## config.mk

```make
export PLATFORM = sky130hd
export DESIGN_NAME = tkf_ctrl
export DESIGN_NICKNAME = d
export VERILOG_FILES = /design/src/sv/tkf_pkg.sv /design/src/sv/tkf_ctrl.sv
export SDC_FILE = /design/constraint.sdc
export NUM_CORES = 1
export LEC_CHECK = 0
export BUFFER_PORTS_ARGS = -buffer_cell sky130_fd_sc_hd__buf_2
export CAP_MARGIN = 20
export CORE_AREA = 3 3 40 42
export CTS_CLUSTER_DIAMETER = 50
export DETAILED_ROUTE_END_ITERATION = 12
export DIE_AREA = 0 0 43 45
export HOLD_SLACK_MARGIN = 0.03
export MAX_ROUTING_LAYER = met4
export PLACE_DENSITY = 0.49
export SLEW_MARGIN = 20
export SYNTH_ARGS = -nofsm -noshare
export SYNTH_HDL_FRONTEND = slang
export SYNTH_SLANG_ARGS = --single-unit
```

## constraint.sdc

```tcl
create_clock -name clk -period 1.1 [get_ports clk]
set_input_delay 0.22 -clock clk [delete_from_list [all_inputs] [get_ports clk]]
set_output_delay 0.22 -clock clk [all_outputs]
set_load 0.1 [all_outputs]
```

## src/sv/tkf_pkg.sv

```systemverilog
// Shared types and constants for the top-k frequent stream core.
// Holds the controller-to-datapath command and status structs.
// No dependencies.
package tkf_pkg;

  // Width of a stream value and of the configuration word.
  localparam int VALUE_BITS = 10;
  localparam int CFG_BITS   = 5;

  // Value of top_count after reset.
  localparam logic [CFG_BITS-1:0] TOP_COUNT_RESET = 5'd1;

  // Commands from the controller to the datapath.
  typedef struct packed {
    logic clr;        // write zero at the clearing address and advance it
    logic load;       // capture the accepted request
    logic read;       // read the count of the captured value
    logic bump;       // write back the saturated incremented count
    logic rank;       // compare the value against every list entry
    logic update;     // apply removal, insertion and truncation to the list
    logic emit_step;  // advance to the next list entry being reported
  } cmd_t;

  // Status from the datapath to the controller.
  typedef struct packed {
    logic clr_done;   // clearing address is at the last table entry
    logic emit_last;  // the entry on the result ports is the final one
  } status_t;

endpackage

```

## src/sv/tkf_ctrl.sv

```systemverilog
// Controller state machine of the top-k frequent stream core.
// Sequences clearing, counting, ranking and reporting; depends on tkf_pkg.
module tkf_ctrl (
  input  logic             clk,
  input  logic             rst_n,
  input  logic             start,
  output logic             busy,
  output logic             out_strobe,
  output tkf_pkg::cmd_t    cmd,
  input  tkf_pkg::status_t status
);
  import tkf_pkg::*;

  localparam logic [2:0] ST_CLEAR  = 3'd0;
  localparam logic [2:0] ST_IDLE   = 3'd1;
  localparam logic [2:0] ST_READ   = 3'd2;
  localparam logic [2:0] ST_BUMP   = 3'd3;
  localparam logic [2:0] ST_RANK   = 3'd4;
  localparam logic [2:0] ST_UPDATE = 3'd5;
  localparam logic [2:0] ST_EMIT   = 3'd6;

  logic [2:0] state_r;
  logic [2:0] state_nxt;

  always_ff @(posedge clk) begin
    if (!rst_n) begin
      state_r <= ST_CLEAR;
    end else begin
      state_r <= state_nxt;
    end
  end

  always_comb begin
    state_nxt = state_r;
    cmd       = '0;
    unique case (state_r)
      ST_CLEAR: begin
        cmd.clr = 1'b1;
        if (status.clr_done) state_nxt = ST_IDLE;
      end
      ST_IDLE: begin
        if (start) begin
          cmd.load  = 1'b1;
          state_nxt = ST_READ;
        end
      end
      ST_READ: begin
        cmd.read  = 1'b1;
        state_nxt = ST_BUMP;
      end
      ST_BUMP: begin
        cmd.bump  = 1'b1;
        state_nxt = ST_RANK;
      end
      ST_RANK: begin
        cmd.rank  = 1'b1;
        state_nxt = ST_UPDATE;
      end
      ST_UPDATE: begin
        cmd.update = 1'b1;
        state_nxt  = ST_EMIT;
      end
      ST_EMIT: begin
        cmd.emit_step = 1'b1;
        if (status.emit_last) state_nxt = ST_IDLE;
      end
      default: begin
        state_nxt = ST_CLEAR;
      end
    endcase
  end

  assign busy       = (state_r != ST_IDLE);
  assign out_strobe = (state_r == ST_EMIT);

endmodule

```

* Yosys cells after proc, flatten, opt, wreduce, memory -nomap -nowiden
Index checks and enable logic that the tools add are counted.
W data, S select, Z words.
** Operators by class
- Muxes and demuxes :: 12
- Eq/ne operators :: 10
- Reduce and logical (&&, ||, !) cells :: 2
** Operators with widths (number)
- $pmux W3 S7 :: 1
- $eq A3 B3 Y1 const B :: 3
- $mux W3 :: 3
- $mux W1 :: 8
- $eq A3 B2 Y1 const B :: 2
- $ne A2 B2 Y1 const B :: 2
- $eq A3 B1 Y1 const B :: 1
- $logic_not A3 Y1 :: 1
- $ne A3 B1 Y1 const B :: 1
- $reduce_and A3 Y1 :: 1
- $ne A2 B1 Y1 const B :: 1
** Storage, ports and cells
- Bits of input ports :: 5
- Output and inout port bits :: 9
- Register bits after elaboration :: 3
- Word-level logic and storage cells :: 25

* Depth between registers and ports, before layout
- Depth after elaboration :: 3
- Depth in mapped cells :: 4
- Depth with buffers taken out :: 3

* Worst setup path before layout
OpenSTA, ideal clock, no wires.
- Path type :: register to output
- Start point :: register state_r[2]
- End point :: output cmd[1] (netlist bit)
- Cell stages (with the launch flop) :: 3
- Setup slack :: -1821 ps
- Data arrival time :: 2701 ps
- Path buffers :: 0
- Data required time :: 880 ps
- Path through :: dfxtp_1 > inv_2 > nor3b_1
** RTL lines
- start, declared :: line tkf_ctrl.sv:22 : logic [2:0] state_r;
- start signal, assigned :: line tkf_ctrl.sv:29 : state_r <= state_nxt;
- end, declared :: line tkf_ctrl.sv:9 : output tkf_pkg::cmd_t cmd,

==> impl_metrics.toml <==
[die]
die_h_um = 45
start_util = 0.182
rows = 13
die_w_um = 43
core-area_mm2 = 0.00128
io_pins = 14
dieArea_mm2 = 0.00194

[final_layout]
final_core_util = 0.453
largest-register = "state_r"
drive_above_1_share = 0.714
antennaDiodeCount = 0
reg.largest.list = "state_r x3"
fillerInstances = 128
fin_nets = 55
seq_area_um2 = 68.8
multi_input_area_um2 = 188
largest_reg_flops = 3
area_delta_synth_final_pct = 149

[cts]
cts.htree.levels = 1
cts.clk_slew.worst_paths_ns = 0.04
cts.sinks = 3
clkLatencyLatePin_ns = 0.23
hold_buffers = 0
cts_tree = "built"
root_buffer = "clkbuf_4"
numCtsBuffers = 3
clockBufferDepth = 2

[pwr]
clkPwrFrac = 0.274
power_w = 0.000690
p_int_w = 0.000402
p_sw_w = 0.000287
p_leak_nw = 0.235
pwr-share-comb = 0.528
swShare = 0.417
p_per_area_mw_per_mm2 = 1190
seqPwrFrac = 0.198
vdd_drop_max_uv = 793

[sta]
hold_viol = 0
max_freq_mhz = 733
finalWorstSetupSlack_ns = -0.264
maxSlewViolCount = 0
tightest_slew_ns = 0.204
period_needed_ns = 1.36
slew-limit-headroom = 0.864
finalClockSkew_ns = 0.000537
min_period_over_period = 1.24
finalSetupViolCount = 9
rsz0062_at_grt = "true"

[logic_synthesis]
synth_common_cells = "nor2_1 (5), dfxtp_1 (3), o21a_1 (3)"
async_flop_share = 0
syn_area_um2 = 234
synth_area_leaders = "dfxtp_1 (26%), buf_6 (9.6%), o21a_1 (9.6%), nor2_1 (8.0%), nand2b_4 (5.9%)"
yosysWarnings = 0
synth_most_common_cell = "nor2_1"
syn_avg_cell_area_um2 = 8.07
yosysTopAreaCellShare = 0.257
synth_cell_types = 18
synth-edff-count = 0
synthCells = 29
syn_nets = 34
yosysTopAreaCell = "dfxtp_1"
synth_ff_type = "dfxtp_1"
synth-seq-cells = 3
seq_area_frac_synth = 0.257

[global_routing]
antenna_found_initial = 0
grt_pass1_vias = 258
grt.overflow.total = 0
met2_usage = 0.117
track_usage = 0.0721
busiest_layer = "met2"
met1_usage = 0.0797
grt_max_degree = 11
grt_pass1_wl_um = 1010
grt_util_met3 = 0.0120

[setup_path]
endpoint_kind = "output pin"
cp_max_fo = 8
cp.required_ns = 0.88
path_class = "reg2out"
cp.arrival_ns = 1.14
crit_path_start_kind = "flip-flop"

[placed_design]
gp_congestion = 0.807
place_ws_ns = -0.146
place_hpwl_um = 489
io_buffer_count = 13

[outcome]
status = "finished with violations"
violations = "setup timing"

[drt]
antenna_left = 0
vias = 259
drt_pre_antenna_iters = 1
wirelength_um = 603
wire_per_inst_um = 9.42
via_per_inst = 4.05
drc = 0
drtIter0Drc = 0

[job]
drv_cap = 0

[worst_hold_path]
hp-class = "in2reg"
layout by cell type (no fill, tap or decap):
| master | instances |
|---|---|
| nand2b_1 | 1 |
| clkbuf_1 | 1 |
| dfxtp_2 | 1 |
| and3_4 | 2 |
| o21ai_0 | 2 |
| buf_4 | 3 |
| nand2b_4 | 1 |
| o21a_1 | 3 |
| nor2_2 | 1 |
| clkbuf_4 | 3 |
| nor3b_4 | 1 |
| nor2_4 | 2 |
| nand2_1 | 1 |
| buf_2 | 4 |
| buf_6 | 2 |
| inv_1 | 1 |
| nor3_4 | 2 |
| a21oi_1 | 2 |
| o2111a_1 | 1 |
| inv_8 | 1 |
| dfxtp_4 | 2 |
| buf_12 | 10 |
| nor2_1 | 2 |
routing by layer:
| metal | vias to the layer above | share of wire |
|---|---|---|
| met2 | 4 | 0.60 |
| met1 | 116 | 0.37 |
| met4 | 0 | 0 |
| met3 | 0 | 0.036 |
| li1 | 139 | - |
| met5 | - | 0 |
final timing paths:
check	startpoint	to	slack, ns	cells after the start
max	state_r[1]	cmd[1]	-0.26	3
min	rst_n	state_r[1]	0.23	2
max reg2reg	state_r[2]	state_r[2]	0.03	4
min reg2reg	state_r[1]	state_r[1]	0.63	2
logic make-up after synthesis:
kind of cell,share of synthesized area
flip-flops,0.257
buffers and inverters,0.160
AO/OA/AOI/OAI,0.230
AND/OR/NAND/NOR,0.353
area by class of cell:
class	count	share of cell area
flip-flops and latches	3	0.118
multi-input cells	21	0.323
inverters	2	0.0258
repair buffers	19	0.456
well taps	15	0.0323
clock buffers	4	0.0452
critical path, stage by stage, from the launching register on:
cell,delay (ns)
dfxtp_4,0.38
buf_6,0.14
nor3b_4,0.20
buf_12,0.20
metrics by stage:
| stage | hold WS, ns | instances | instance area, um^2 | setup TNS [ns] |
|---|---|---|---|---|
| after detailed placement | 0.463 | 58 | 508 | -0.945 |
| after global placement | 0.458 | 58 | 508 | -0.763 |
| final | 0.226 | 64 | 582 | -1.75 |
| after floorplan | 0.337 | 29 | 289 | -3.42 |
| after global routing | 0.226 | 64 | 582 | -2.14 |
| after CTS | 0.219 | 62 | 554 | -1.93 |
power groups by stage:
stage | Combinational (W) | Clock, W | Sequential, W
2_1_floorplan | 0.000236 | 0 | 0.000129
3_5_place_dp | 0.000350 | 0 | 0.000137
6_report | 0.000364 | 0.000189 | 0.000137
3_3_place_gp | 0.000349 | 0 | 0.000137
5_1_grt | 0.000381 | 0.000205 | 0.000138
4_1_cts | 0.000356 | 0.000202 | 0.000135
repair_timing:
item	in CTS	in global routing
setup buffers	0	2
resized for setup	7	4
pin swaps	4	2
endpoints found under the setup margin	10	9
Note: power is estimated with default switching activity, not from simulation.
